`config.mk`:
```
export PLATFORM = sky130hd
export DESIGN_NAME = legv8_decode_with_label_table
export DESIGN_NICKNAME = d
export VERILOG_FILES = /design/src/rtl/core/lgv8dec_pkg.sv /design/src/rtl/core/lgv8dec_ram.sv /design/src/rtl/core/lgv8dec_decode.sv /design/src/rtl/core/legv8_decode_with_label_table.sv
export SDC_FILE = /design/constraint.sdc
export NUM_CORES = 2
export LEC_CHECK = 0
export BUFFER_PORTS_ARGS = -buffer_cell sky130_fd_sc_hd__buf_2
export CAP_MARGIN = 20
export CORE_MARGIN = 1
export CORE_UTILIZATION = 45
export DETAILED_ROUTE_END_ITERATION = 8
export HOLD_SLACK_MARGIN = 0.15
export PLACE_DENSITY_LB_ADDON = 0.3
export SLEW_MARGIN = 5
export SYNTH_ARGS = -nofsm -noshare
export SYNTH_HDL_FRONTEND = slang
export SYNTH_SLANG_ARGS = --single-unit
export TNS_END_PERCENT = 1
```
`constraint.sdc`:
```
create_clock -name i_clk -period 10.8 [get_ports i_clk]
set_input_delay 0 -clock i_clk [delete_from_list [all_inputs] [get_ports i_clk]]
set_output_delay 0 -clock i_clk [all_outputs]
set_load 0.01 [all_outputs]
```
`src/rtl/core/lgv8dec_pkg.sv`:
```
// ----------------------------------------------------------------------------
// lgv8dec_pkg: shared types and constants of the LEGv8 decoder
// Mnemonic codes, opcode values, field widths and the decoded-word record.
// ----------------------------------------------------------------------------
package lgv8dec_pkg;

    localparam int unsigned LabelEntriesDef = 64;
    localparam int unsigned WordW           = 32;
    localparam int unsigned LabelW          = 7;
    localparam int unsigned RegW            = 5;
    localparam int unsigned ShW             = 6;
    localparam int unsigned ImmW            = 12;

    typedef enum logic [4:0] {
        MN_ADD   = 5'd0,
        MN_AND   = 5'd1,
        MN_BR    = 5'd2,
        MN_EOR   = 5'd3,
        MN_LSL   = 5'd4,
        MN_LSR   = 5'd5,
        MN_ORR   = 5'd6,
        MN_SUB   = 5'd7,
        MN_SUBS  = 5'd8,
        MN_MUL   = 5'd9,
        MN_PRNT  = 5'd10,
        MN_PRNL  = 5'd11,
        MN_DUMP  = 5'd12,
        MN_HALT  = 5'd13,
        MN_ADDI  = 5'd14,
        MN_ANDI  = 5'd15,
        MN_EORI  = 5'd16,
        MN_ORRI  = 5'd17,
        MN_SUBI  = 5'd18,
        MN_SUBIS = 5'd19,
        MN_LDUR  = 5'd20,
        MN_STUR  = 5'd21,
        MN_B     = 5'd22,
        MN_BL    = 5'd23,
        MN_BCOND = 5'd24,
        MN_CBNZ  = 5'd25,
        MN_CBZ   = 5'd26,
        MN_UNKN  = 5'd27
    } t_mnem;

    localparam logic [10:0] OP_ADD   = 11'h458;
    localparam logic [10:0] OP_AND   = 11'h450;
    localparam logic [10:0] OP_BR    = 11'h6B0;
    localparam logic [10:0] OP_EOR   = 11'h650;
    localparam logic [10:0] OP_LSL   = 11'h69B;
    localparam logic [10:0] OP_LSR   = 11'h69A;
    localparam logic [10:0] OP_ORR   = 11'h550;
    localparam logic [10:0] OP_SUB   = 11'h658;
    localparam logic [10:0] OP_SUBS  = 11'h758;
    localparam logic [10:0] OP_MUL   = 11'h4D8;
    localparam logic [10:0] OP_PRNT  = 11'h7FD;
    localparam logic [10:0] OP_PRNL  = 11'h7FC;
    localparam logic [10:0] OP_DUMP  = 11'h7FE;
    localparam logic [10:0] OP_HALT  = 11'h7FF;
    localparam logic [10:0] OP_LDUR  = 11'h7C2;
    localparam logic [10:0] OP_STUR  = 11'h7C0;

    localparam logic [9:0]  OP_ADDI  = 10'h244;
    localparam logic [9:0]  OP_ANDI  = 10'h248;
    localparam logic [9:0]  OP_EORI  = 10'h348;
    localparam logic [9:0]  OP_ORRI  = 10'h2C8;
    localparam logic [9:0]  OP_SUBI  = 10'h344;
    localparam logic [9:0]  OP_SUBIS = 10'h3C4;

    localparam logic [5:0]  OP_B     = 6'h05;
    localparam logic [5:0]  OP_BL    = 6'h25;

    localparam logic [7:0]  OP_BCOND = 8'h54;
    localparam logic [7:0]  OP_CBNZ  = 8'hB5;
    localparam logic [7:0]  OP_CBZ   = 8'hB4;

    typedef struct packed {
        t_mnem              mnem;
        logic [RegW-1:0]    rd;
        logic [RegW-1:0]    rn;
        logic [RegW-1:0]    rm;
        logic [ShW-1:0]     sh;
        logic [ImmW-1:0]    imm;
        logic [WordW-1:0]   tgt;
        logic               branch;
    } t_dec;

endpackage

```
`src/rtl/core/lgv8dec_ram.sv`:
```
// ----------------------------------------------------------------------------
// lgv8dec_ram: generic single-write, single-read RAM
// One write port and one read port with registered read data.
// ----------------------------------------------------------------------------
module lgv8dec_ram #(
    parameter int unsigned WIDTH = 32,
    parameter int unsigned DEPTH = 64,
    localparam int unsigned AW   = (DEPTH > 1) ? $clog2(DEPTH) : 1
) (
    input  logic             i_clk,
    input  logic             i_we,
    input  logic [AW-1:0]    i_waddr,
    input  logic [WIDTH-1:0] i_wdata,
    input  logic [AW-1:0]    i_raddr,
    output logic [WIDTH-1:0] o_rdata
);

    logic [WIDTH-1:0] r_mem [DEPTH];
    logic [WIDTH-1:0] r_rdata;

    always_ff @(posedge i_clk) begin
        if (i_we) begin
            r_mem[i_waddr] <= i_wdata;
        end
        r_rdata <= r_mem[i_raddr];
    end

    assign o_rdata = r_rdata;

endmodule

```
`src/rtl/core/lgv8dec_decode.sv`:
```
// ----------------------------------------------------------------------------
// lgv8dec_decode: LEGv8 instruction field decoder
// Classifies the word by R, I, D, B and CB opcode in that order and forms
// register fields, immediate and branch target.
// ----------------------------------------------------------------------------
module lgv8dec_decode
    import lgv8dec_pkg::*;
(
    input  logic [WordW-1:0] i_word,
    input  logic [WordW-1:0] i_pc,
    output t_dec             o_dec
);

    logic [10:0]     w_op11;
    logic [9:0]      w_op10;
    logic [5:0]      w_op6;
    logic [7:0]      w_op8;
    logic [ImmW-1:0] w_imm12;
    logic [ImmW:0]   w_sext;
    logic [ImmW:0]   w_mag;
    logic [ImmW:0]   w_quot;
    logic [ImmW:0]   w_dimm;
    logic [WordW-1:0] w_boff;
    logic [WordW-1:0] w_cboff;

    assign w_op11  = i_word[31:21];
    assign w_op10  = i_word[31:22];
    assign w_op6   = i_word[31:26];
    assign w_op8   = i_word[31:24];
    assign w_imm12 = i_word[21:10];
    assign w_sext  = {w_imm12[ImmW-1], w_imm12};
    assign w_mag   = w_sext[ImmW] ? (~w_sext + 1'b1) : w_sext;
    assign w_quot  = w_mag >> 2;
    assign w_dimm  = w_sext[ImmW] ? (~w_quot + 1'b1) : w_quot;
    assign w_boff  = {{4{i_word[25]}}, i_word[25:0], 2'b00};
    assign w_cboff = {{11{i_word[23]}}, i_word[23:5], 2'b00};

    always_comb begin
        o_dec        = '0;
        o_dec.mnem   = MN_UNKN;
        priority if (w_op11 == OP_ADD || w_op11 == OP_AND || w_op11 == OP_EOR
                     || w_op11 == OP_ORR || w_op11 == OP_SUB || w_op11 == OP_SUBS
                     || w_op11 == OP_MUL) begin
            unique case (w_op11)
                OP_ADD:  o_dec.mnem = MN_ADD;
                OP_AND:  o_dec.mnem = MN_AND;
                OP_EOR:  o_dec.mnem = MN_EOR;
                OP_ORR:  o_dec.mnem = MN_ORR;
                OP_SUB:  o_dec.mnem = MN_SUB;
                OP_SUBS: o_dec.mnem = MN_SUBS;
                default: o_dec.mnem = MN_MUL;
            endcase
            o_dec.rd = i_word[4:0];
            o_dec.rn = i_word[9:5];
            o_dec.rm = i_word[20:16];
        end else if (w_op11 == OP_BR) begin
            o_dec.mnem = MN_BR;
            o_dec.rn   = i_word[9:5];
        end else if (w_op11 == OP_LSL || w_op11 == OP_LSR) begin
            o_dec.mnem = (w_op11 == OP_LSL) ? MN_LSL : MN_LSR;
            o_dec.rd   = i_word[4:0];
            o_dec.rn   = i_word[9:5];
            o_dec.sh   = i_word[15:10];
        end else if (w_op11 == OP_PRNT) begin
            o_dec.mnem = MN_PRNT;
            o_dec.rd   = i_word[4:0];
        end else if (w_op11 == OP_PRNL) begin
            o_dec.mnem = MN_PRNL;
        end else if (w_op11 == OP_DUMP) begin
            o_dec.mnem = MN_DUMP;
        end else if (w_op11 == OP_HALT) begin
            o_dec.mnem = MN_HALT;
        end else if (w_op10 == OP_ADDI || w_op10 == OP_ANDI || w_op10 == OP_EORI
                     || w_op10 == OP_ORRI || w_op10 == OP_SUBI
                     || w_op10 == OP_SUBIS) begin
            unique case (w_op10)
                OP_ADDI: o_dec.mnem = MN_ADDI;
                OP_ANDI: o_dec.mnem = MN_ANDI;
                OP_EORI: o_dec.mnem = MN_EORI;
                OP_ORRI: o_dec.mnem = MN_ORRI;
                OP_SUBI: o_dec.mnem = MN_SUBI;
                default: o_dec.mnem = MN_SUBIS;
            endcase
            o_dec.rd  = i_word[4:0];
            o_dec.rn  = i_word[9:5];
            o_dec.imm = w_imm12;
        end else if (w_op11 == OP_LDUR || w_op11 == OP_STUR) begin
            o_dec.mnem = (w_op11 == OP_LDUR) ? MN_LDUR : MN_STUR;
            o_dec.rd   = i_word[4:0];
            o_dec.rn   = i_word[9:5];
            o_dec.imm  = w_dimm[ImmW-1:0];
        end else if (w_op6 == OP_B || w_op6 == OP_BL) begin
            o_dec.mnem   = (w_op6 == OP_B) ? MN_B : MN_BL;
            o_dec.tgt    = i_pc + w_boff;
            o_dec.branch = 1'b1;
        end else if (w_op8 == OP_BCOND || w_op8 == OP_CBNZ || w_op8 == OP_CBZ) begin
            unique case (w_op8)
                OP_BCOND: o_dec.mnem = MN_BCOND;
                OP_CBNZ:  o_dec.mnem = MN_CBNZ;
                default:  o_dec.mnem = MN_CBZ;
            endcase
            o_dec.rd     = i_word[4:0];
            o_dec.tgt    = i_pc + w_cboff;
            o_dec.branch = 1'b1;
        end else begin
            o_dec.mnem = MN_UNKN;
        end
    end

endmodule

```
`src/rtl/core/legv8_decode_with_label_table.sv`:
```
// ----------------------------------------------------------------------------
// legv8_decode_with_label_table: LEGv8 decoder with branch-target labels
// Decodes one instruction word, reports the label at its address and
// finds or appends the label of a branch target.
//
//   channel  | signals                                   | direction
//   ---------+-------------------------------------------+----------
//   command  | start, busy, i_instr_word, i_inst_address | in, busy out
//   result   | o_valid, o_mnemonic .. o_table_full       | out
//
// One shared comparator scans the label RAM with an address state and a
// compare state per stored label. A non-branch scans the labels held once
// for its own address, a branch again for its target; a hit ends a scan early.
// busy is high from the cycle after the transfer until the result strobe.
// Reset empties the label table; the RAM itself is not cleared.
// The result is shown for one cycle with o_valid; there is no stall.
// ----------------------------------------------------------------------------
module legv8_decode_with_label_table
    import lgv8dec_pkg::*;
#(
    parameter int unsigned LABEL_ENTRIES = LabelEntriesDef
) (
    input  logic                i_clk,
    input  logic                i_rst_n,
    input  logic                start,
    output logic                busy,
    input  logic [WordW-1:0]    i_instr_word,
    input  logic [WordW-1:0]    i_inst_address,
    output logic                o_valid,
    output logic [4:0]          o_mnemonic,
    output logic [RegW-1:0]     o_reg_d,
    output logic [RegW-1:0]     o_reg_n,
    output logic [RegW-1:0]     o_reg_m,
    output logic [ShW-1:0]      o_shift_amount,
    output logic signed [ImmW-1:0] o_immediate,
    output logic [WordW-1:0]    o_branch_target,
    output logic [LabelW-1:0]   o_target_label,
    output logic                o_label_created,
    output logic [LabelW-1:0]   o_here_label,
    output logic                o_table_full
);

    localparam int unsigned AW = (LABEL_ENTRIES > 1) ? $clog2(LABEL_ENTRIES) : 1;
    localparam int unsigned CW = $clog2(LABEL_ENTRIES + 1);

    typedef enum logic [1:0] {
        S_IDLE,
        S_ADDR,
        S_CMP
    } t_state;

    t_state            r_state;
    logic [WordW-1:0]  r_word;
    logic [WordW-1:0]  r_pc;
    logic              r_pass;
    logic [CW-1:0]     r_idx;
    logic [CW-1:0]     r_count;
    logic              r_valid;
    logic [LabelW-1:0] r_here;
    logic [LabelW-1:0] r_tlab;
    logic              r_created;
    logic              r_full;

    t_dec              w_dec;
    logic [WordW-1:0]  w_key;
    logic [WordW-1:0]  w_rdata;
    logic              w_found;
    logic              w_miss;
    logic              w_room;
    logic              w_we;
    logic [CW-1:0]     w_lab_src;
    logic [LabelW-1:0] w_lab;

    lgv8dec_decode u_decode (
        .i_word (r_word),
        .i_pc   (r_pc),
        .o_dec  (w_dec)
    );

    lgv8dec_ram #(
        .WIDTH (WordW),
        .DEPTH (LABEL_ENTRIES)
    ) u_label_ram (
        .i_clk   (i_clk),
        .i_we    (w_we),
        .i_waddr (r_count[AW-1:0]),
        .i_wdata (w_dec.tgt),
        .i_raddr (r_idx[AW-1:0]),
        .o_rdata (w_rdata)
    );

    assign w_key     = r_pass ? w_dec.tgt : r_pc;
    assign w_found   = (r_state == S_CMP) && (w_rdata == w_key);
    assign w_miss    = (r_state == S_ADDR) && (r_idx == r_count);
    assign w_room    = r_count < CW'(LABEL_ENTRIES);
    assign w_we      = w_miss && r_pass && w_room;
    assign w_lab_src = w_found ? CW'(r_idx + 1'b1) : CW'(r_count + 1'b1);

    generate
        if (CW >= LabelW) begin : g_lab_trunc
            assign w_lab = w_lab_src[LabelW-1:0];
        end else begin : g_lab_ext
            assign w_lab = {{(LabelW - CW){1'b0}}, w_lab_src};
        end
    endgenerate

    always_ff @(posedge i_clk) begin
        if (!i_rst_n) begin
            r_state   <= S_IDLE;
            r_count   <= '0;
            r_valid   <= 1'b0;
            r_pass    <= 1'b0;
            r_idx     <= '0;
        end else begin
            r_valid <= 1'b0;
            unique case (r_state)
                S_IDLE: begin
                    if (start) begin
                        r_word    <= i_instr_word;
                        r_pc      <= i_inst_address;
                        r_pass    <= 1'b0;
                        r_idx     <= '0;
                        r_tlab    <= '0;
                        r_created <= 1'b0;
                        r_full    <= 1'b0;
                        r_state   <= S_ADDR;
                    end
                end
                S_ADDR, S_CMP: begin
                    if (w_found || w_miss) begin
                        if (!r_pass) begin
                            r_here <= w_found ? w_lab : '0;
                            if (w_dec.branch) begin
                                r_pass  <= 1'b1;
                                r_idx   <= '0;
                                r_state <= S_ADDR;
                            end else begin
                                r_valid <= 1'b1;
                                r_state <= S_IDLE;
                            end
                        end else begin
                            if (w_found) begin
                                r_tlab <= w_lab;
                            end else if (w_room) begin
                                r_tlab    <= w_lab;
                                r_created <= 1'b1;
                                r_count   <= CW'(r_count + 1'b1);
                            end else begin
                                r_full <= 1'b1;
                            end
                            r_valid <= 1'b1;
                            r_state <= S_IDLE;
                        end
                    end else if (r_state == S_ADDR) begin
                        r_state <= S_CMP;
                    end else begin
                        r_idx   <= CW'(r_idx + 1'b1);
                        r_state <= S_ADDR;
                    end
                end
                default: r_state <= S_IDLE;
            endcase
        end
    end

    assign busy             = (r_state != S_IDLE);
    assign o_valid          = r_valid;
    assign o_mnemonic       = w_dec.mnem;
    assign o_reg_d          = w_dec.rd;
    assign o_reg_n          = w_dec.rn;
    assign o_reg_m          = w_dec.rm;
    assign o_shift_amount   = w_dec.sh;
    assign o_immediate      = w_dec.imm;
    assign o_branch_target  = w_dec.tgt;
    assign o_target_label   = r_tlab;
    assign o_label_created  = r_created;
    assign o_here_label     = r_here;
    assign o_table_full     = r_full;

`ifndef ASSERT_OFF
    a_valid_idle: assert property (@(posedge i_clk) disable iff (!i_rst_n)
        o_valid |-> !busy)
        else $error("result strobe while a scan is still running");

    a_created_full: assert property (@(posedge i_clk) disable iff (!i_rst_n)
        o_valid |-> !(o_label_created && o_table_full))
        else $error("label created and table full on one result");

    a_count_bound: assert property (@(posedge i_clk) disable iff (!i_rst_n)
        r_count <= CW'(LABEL_ENTRIES))
        else $error("label count beyond table size");

    a_count_step: assert property (@(posedge i_clk) disable iff (!i_rst_n)
        (o_valid && o_label_created) |-> (r_count == CW'($past(r_count) + 1'b1)))
        else $error("label count did not advance with a new label");
`endif

endmodule

```
==> After elaboration in Yosys (flattened, before gate mapping) <==
Memories as Yosys holds them, arrays and structs flattened. A register that Yosys moved wholly into a read port is not among the register bits.
Index checks and enable logic that the tools add are counted.
{ "totals": {"word_cells": 179, "n_memories": 1, "mem_bits_rw": 2048, "regBits": 98, "out_inout_bits": 88} }
{ "mem_list": {"columns": ["memory", "depth", "width", "rd", "rd_ports_with_merged_regs", "wr", "line_no", "rtl"], "rows": [
  ["u_label_ram.r_mem", 64, 32, 1, 1, 1, "lgv8dec_ram.sv:18", "logic [WIDTH-1:0] r_mem [DEPTH];"]
]} }
{ "op_classes": {"n_bitwise": 4, "n_reduce_logical": 34, "muxes": 81, "n_eq_ne": 41, "n_lt_le_gt_ge": 1, "n_addsub": 6} }
{ "ops": {"columns": ["cell", "count"], "rows": [
  ["45-bit two-way mux", 5],
  ["11-bit == test, second input constant", 16],
  ["33-bit two-way mux", 4],
  ["51-bit two-way mux", 2],
  ["7-bit two-way mux", 10],
  ["5-bit two-way mux", 13],
  ["32-bit adder", 2],
  ["10-bit == test, second input constant", 6],
  ["10-bit two-way mux", 5],
  ["15-bit two-way mux", 3],
  ["12-bit two-way mux", 3],
  ["32-bit == test", 1],
  ["32-bit two-way mux", 1],
  ["7-bit case mux with 2 select lines", 2],
  ["5-bit case mux with 5 select lines", 1],
  ["4-bit case mux with 6 select lines", 1],
  ["1-bit two-way mux", 20],
  ["1-bit logical OR", 17],
  ["8-bit == test, second input constant", 2],
  ["7-bit by 1-bit adder with 7-bit output, second input constant", 2],
  ["7-bit AND reduction", 2],
  ["13-bit by 1-bit adder with 13-bit output, second input constant", 1],
  ["13-bit two-way mux", 1],
  ["13-bit NOT", 1],
  ["25 further kinds", 46]
]} }

==> Depth between registers and ports, before layout <==
{ "depth": {"word_depth": 24, "ltp_mapped": 18} }

==> Hierarchy <==
Synthesis repeated with hierarchy kept, for this count alone.
{ "unflattened": {"cells_unflattened": 4434, "area_unflattened_um2": 87625.3} }
{ "modules_own_cells": {"columns": ["module", "seq_area_each_um2", "instances", "cells_each", "area_each_um2"], "rows": [
  ["lgv8dec_ram", 62139.6, 1, 3511, 79039.6],
  ["legv8_decode_with_label_table", 2762.6, 1, 345, 4566.9],
  ["lgv8dec_decode", 0.0, 1, 578, 4018.9]
]} }

==> Worst setup path after synthesis <==
No wires, ideal clock.
{ "synth_timing": {"path_type": "register to register", "from": "reg r_word[23]", "to": "reg r_tlab[0] (netlist: o_target_label[0]), enable pin", "stages_incl_launch_ff": 17, "slack_ns": 3.463, "arrival_time_ns": 6.955, "period_less_slack_ns": 7.337, "setup_time_ns": 0.383, "cell_sequence": "edfxtp_1 -> ha_1 -> clkbuf_1 -> nand2_1 -> nor3_1 -> nand3_1 -> a21oi_1 -> nor3_1 -> o32ai_1 -> o22ai_1 -> o41ai_1 -> and4_4 -> buf_6 -> and2_4 -> buf_6 -> o21ai_1 -> a211oi_1"} }
{ "synth_between": {"elab_chain_len": 20, "elab_cells_between_ends": 55, "classes_between": "add/sub (2); eq/ne (25); mux (12); reduce/logical (16)"} }
{ "synth_rtl": {"columns": ["element", "line_no", "rtl"], "rows": [
  ["start, declared", "legv8_decode_with_label_table.sv:53", "logic [WordW-1:0] r_word;"],
  ["start signal, assigned", "legv8_decode_with_label_table.sv:119", "r_word <= i_instr_word;"],
  ["branches (longest 13 deep; another with 32-bit adder)", null, null],
  ["51-bit two-way mux (*)", "lgv8dec_decode.sv:41", "priority if (w_op11 == OP_ADD || w_op11 == OP_AND || w_op11 == OP_EOR"],
  ["net o_branch_target[24]", "legv8_decode_with_label_table.sv:36", "output logic [WordW-1:0] o_branch_target,"],
  ["32-bit two-way mux (*)", "legv8_decode_with_label_table.sv:92", "assign w_key = r_pass ? w_dec.tgt : r_pc;"],
  ["32-bit == test (*)", "legv8_decode_with_label_table.sv:93", "assign w_found = (r_state == S_CMP) && (w_rdata == w_key);"],
  ["1-bit logical AND (*)", "legv8_decode_with_label_table.sv:93", null],
  ["1-bit logical OR", "legv8_decode_with_label_table.sv:130", "if (w_found || w_miss) begin"],
  ["2-bit inequality test (no source line)", null, null],
  ["6-bit AND reduction (no source line) (*)", null, null],
  ["end signal, assigned", "legv8_decode_with_label_table.sv:143", "r_tlab <= w_lab;"],
  ["end signal, assigned", "legv8_decode_with_label_table.sv:145", "r_tlab <= w_lab;"],
  ["end, declared", "legv8_decode_with_label_table.sv:60", "logic [LabelW-1:0] r_tlab;"]
]} }
Mark *: on every way through the listed nets, which the timed path passes.
A chain may end at the register's enable or synchronous reset.

==> Worst setup path in the final report <==
{ "layout_timing": {"from": "reg r_pc[6]", "to": "reg r_tlab[0] (netlist: o_target_label[0]), enable pin"} }
{ "layout_between": {"elab_chain_len": 18, "elab_cells_between_ends": 20, "classes_between": "add/sub (2); eq/ne (3); mux (12); reduce/logical (3)"} }
{ "layout_rtl": {"columns": ["element", "line_no", "rtl"], "rows": [
  ["start, declared", "legv8_decode_with_label_table.sv:54", "logic [WordW-1:0] r_pc;"],
  ["start signal, assigned", "legv8_decode_with_label_table.sv:120", "r_pc <= i_inst_address;"],
  ["32-bit adder", "lgv8dec_decode.sv:103", "o_dec.tgt = i_pc + w_cboff;"],
  ["33-bit two-way mux", "lgv8dec_decode.sv:96", "end else if (w_op8 == OP_BCOND || w_op8 == OP_CBNZ || w_op8 == OP_CBZ) begin"],
  ["33-bit two-way mux", "lgv8dec_decode.sv:92", "end else if (w_op6 == OP_B || w_op6 == OP_BL) begin"],
  ["33-bit two-way mux", "lgv8dec_decode.sv:87", "end else if (w_op11 == OP_LDUR || w_op11 == OP_STUR) begin"],
  ["33-bit two-way mux", "lgv8dec_decode.sv:73", "end else if (w_op10 == OP_ADDI || w_op10 == OP_ANDI || w_op10 == OP_EORI"],
  ["45-bit two-way mux", "lgv8dec_decode.sv:71", "end else if (w_op11 == OP_HALT) begin"],
  ["45-bit two-way mux", "lgv8dec_decode.sv:69", "end else if (w_op11 == OP_DUMP) begin"],
  ["45-bit two-way mux", "lgv8dec_decode.sv:67", "end else if (w_op11 == OP_PRNL) begin"],
  ["(+2 left out)", null, null],
  ["51-bit two-way mux", "lgv8dec_decode.sv:56", "end else if (w_op11 == OP_BR) begin"],
  ["51-bit two-way mux", "lgv8dec_decode.sv:41", null],
  ["32-bit two-way mux (*)", "legv8_decode_with_label_table.sv:92", null],
  ["32-bit == test (*)", "legv8_decode_with_label_table.sv:93", null],
  ["1-bit logical AND (*)", "legv8_decode_with_label_table.sv:93", null],
  ["1-bit logical OR", "legv8_decode_with_label_table.sv:130", null],
  ["2-bit inequality test (no source line)", null, null],
  ["6-bit AND reduction (no source line) (*)", null, null]
]} }
Mark *: on every way between the ends. The rest lies on a longest branch, timed or not.

==> run metrics <==
status completed; Synth area leaders edfxtp_1 72%, mux4_2 17%, dfxtp_1 1.1%, ha_1 0.89%, nor2_1 0.70%; Die ar. slightly below 200,000 µm²; number of global-route vias before repair ~46,000; Tightest Pin Transition roughly 1100 ps; Yosys top cell by area edfxtp_1; I/O Buffers 154; worst-path cell chain ha_1, a21o_1, a31o_1, o211a_1, o41ai_4, o21ai_1, xnor2_1, o21ai_4, buf_4, a22o_1, o41ai_1, and3_1, and2_4, o21ai_1, a211oi_1; Hold Fails Final Rpt 0; ANT nets after route 0; Cell Rows 162; crit path DAT 6820 ps; fin nets roughly 4,800; clk buf depth 3; P_int 14,200 µW; WS Path Type flip-flop to flip-flop; slowest stage cell, crit path a211oi_1; FF-to-FF setup slack 4430 ps; Clock Power Share 40.7%; clk sinks 2,178; skew final roughly 82 ps; 1st-iter DRT viols around 5,400; CP dominant cell by count o21ai_1; Max-Cap Viols 0; post-synthesis sequential area ratio between 70 and 80%; worst path required time about 11,000 ps; slowest cell delay on critical path 870 ps; ys flop type edfxtp_1; setup slack at placement 4660 ps; RR Endpoint o_target_label[0]; CP Depth 15; Bufs and invs on worst path 1; chip width around 440 µm; Syn Area/Cell about 21 µm²; FF+latch count, synth ~2,200; Core Region around 190,000 µm²; pin count of the biggest net entering global routing 122; cell with the most instances after synthesis edfxtp_1; Placer Congestion 0.923; Worst path top cell family by delay compound AO/OA/AOI/OAI gates; share of post-route cells with drive strength above 1 ~29%; Congestion Overflow GR 0; Net Count, Synth around 4,400; critical path launch point type flip-flop; Max IR drop VDD around 170 µV; FMAX between 0.15 and 0.2 GHz; Reg2Reg Depth 15; Routed WL between 200,000 and 250,000 µm; antenna violations before repair 7; PwrDens between 150 and 200 nW/µm²; die span in y approximately 440 µm; post-layout minimum cycle time about 6400 ps; Hold Path Depth 3; DR vias/cell approximately 6.2; ys async rst share 0%; Hold/Removal Path Class input port to flip-flop; post-synth top area share around 72%; P&R area growth vs syn 15.4%; Final HPWL DP around 140,000 µm; Gate Count Post-Synth between 4,000 and 5,000; P_leak roughly 0.032 µW; GRT Resource Usage Total between 20% and 30%; Max Slew Vio Count 0; Warnings, synthesis 0; CTS tree done; root buffer cell clkbuf_16; Post-Synthesis Cell Area slightly below 90,000 µm²; CP Capture Type flip-flop; setup slack after layout 4430 ps; Post-route DRC 0; Hold Path End r_word[31]; cts bufs inserted 214; H-tree depth 4; Worst R2R Start r_pc[6]; setup_tns 0 ps; peak fanout along the critical path between 60 and 70; Slew headroom 29.7%; I/O pins 155; Min-Delay Startpoint i_instr_word[31]; global-route wire length before repair between 300,000 and 400,000 µm; critical path startpoint r_pc[6]; Fillers ~15,000; CTS clock-pin slew for the worst setup and hold paths around 70 ps; routed len/inst approximately 32 µm; starting density of the core between 40% and 50%; Post-synth top cells 2,128 x edfxtp_1, 659 x mux4_2, 165 x nor2_1, 152 x clkbuf_1, 126 x nand2_1; switching part of the total between 20 and 25%; final worst-path cycle share 58.9%; switching power about 4200 µW; First-pass DRT Iterations 6; sequential power share between 50% and 60%; Gate power share between 8 and 9%; worst-skew pair later-pin latency approximately 880 ps; EDFF count, synth between 2,000 and 2,500; RSZ-0062 raised after global routing false; count of different cell masters after synthesis between 80 and 90; routed via count roughly 46,000; final setup fails 0
## worst register-to-register path: stages, from the launching register on
cell	delay, ps
edfxtp_1	440
ha_1	380
a21o_1	220
a31o_1	230
o211a_1	290
o41ai_4	660
o21ai_1	190
xnor2_1	600
o21ai_4	60
buf_4	310
a22o_1	310
o41ai_1	390
and3_1	600
and2_4	320
o21ai_1	90
a211oi_1	870
## worst max path at each step
stage                                    to  slack, ps
after floorplan           o_target_label[0]       3460
after global placement    o_target_label[5]       4750
after detailed placement  o_target_label[3]       4660
after CTS                 o_target_label[6]       4570
after global routing      o_target_label[0]       4240
final                     o_target_label[0]       4430
## layout by cell type, fill, tap and decap left out, types with 12 or more instances in the layout
master,count
nand2_1,122
dlygate4sd3_1,135
nand3_1,41
a21oi_1,84
clkinv_2,35
or3_1,15
mux2_2,14
bufinv_16,22
clkbuf_16,214
a211oi_1,17
a22o_1,13
xor2_1,49
edfxtp_1,2128
buf_4,129
nor3_1,34
nand4_1,35
o21ai_0,73
mux2i_1,26
clkinv_1,53
ha_1,63
a21o_1,23
inv_1,35
and2_1,29
dfxtp_1,44
nor2_4,64
nor2_1,100
a31oi_1,14
xnor2_1,40
nand2b_1,17
clkbuf_1,52
nor2b_1,17
nor4_1,14
buf_2,154
mux4_2,659
and3_1,15
o31ai_1,13
clkinv_16,12
## logic make-up (layout without fill, tap and decap cells)
family / after synthesis / count (layout) / synth area share (%)
fa+ha+maj: 65 / 65 / 0.938
other cells: 0 / 5 / 0
xor+xnor: 89 / 89 / 0.883
buf+inv: 263 / 868 / 1.15
simple gates: 574 / 574 / 3.26
compound gates: 385 / 385 / 2.95
flops: 2178 / 2178 / 73.5
mux: 700 / 700 / 17.3
## sequential cells by signal, indices dropped and copies added, names as in the netlist
| name | count |
|---|---|
| o_table_full | 1 |
| r_count | 7 |
| r_idx | 7 |
| u_label_ram.r_mem | 2048 |
| r_pass | 1 |
| u_label_ram.o_rdata | 32 |
| r_word | 32 |
| o_target_label | 7 |
| r_pc | 32 |
| r_state | 2 |
| o_here_label | 7 |
| o_label_created | 1 |
| o_valid | 1 |
## power groups by stage
stage	clock network (µW)	logic [µW]	registers [µW]
after detailed placement	0	1470	9580
after CTS	7600	1510	9400
final	7490	1510	9400
after global placement	0	1470	9580
after global routing	7940	1620	9400
after floorplan	0	1050	9540
## through the flow
step	cells	hold WS, ps	power (µW)	utilization, %	instance area, µm²
after floorplan	4254	98.9	10600	-	88300
final	7488	417	18400	52.2	102000
after global routing	7483	395	19000	52.2	102000
after CTS	7478	342	18500	52.2	102000
after detailed placement	6940	178	11000	47.8	93200
after global placement	6940	180	11000	47.8	93200
## cell type report
type / instances / area [µm²] / area share (%)
tap: 2624 / 3280 / 3.22
multi-input combinational: 1813 / 23100 / 22.7
inverter: 40 / 150 / 0.147
clock inverter: 131 / 1510 / 1.48
timing repair buffer: 425 / 3240 / 3.18
antenna: 5 / 12.5 / 0.0123
clock buffer: 272 / 5630 / 5.53
sequential: 2178 / 64900 / 63.7
## routing by layer
metal | up-vias | share of wire [%] | global-route usage (%)
met5 | - | 0 | 0
met4 | 0 | 2.5 | 6.45
met3 | 313 | 7.4 | 3.53
met2 | 2131 | 49 | 39.1
met1 | 24900 | 42 | 35.2
li1 | 18800 | - | -
## what timing repair did
| item | 4_1_cts | 5_1_grt |
|---|---|---|
| endpoints found under the hold margin | 162 | 0 |
| hold buffers | 135 | 0 |
| buffers inserted | 0 | 0 |
| gates resized for setup | 0 | 0 |
| endpoints found under the setup margin | 0 | 0 |
Power figures use the tool's default switching activity.
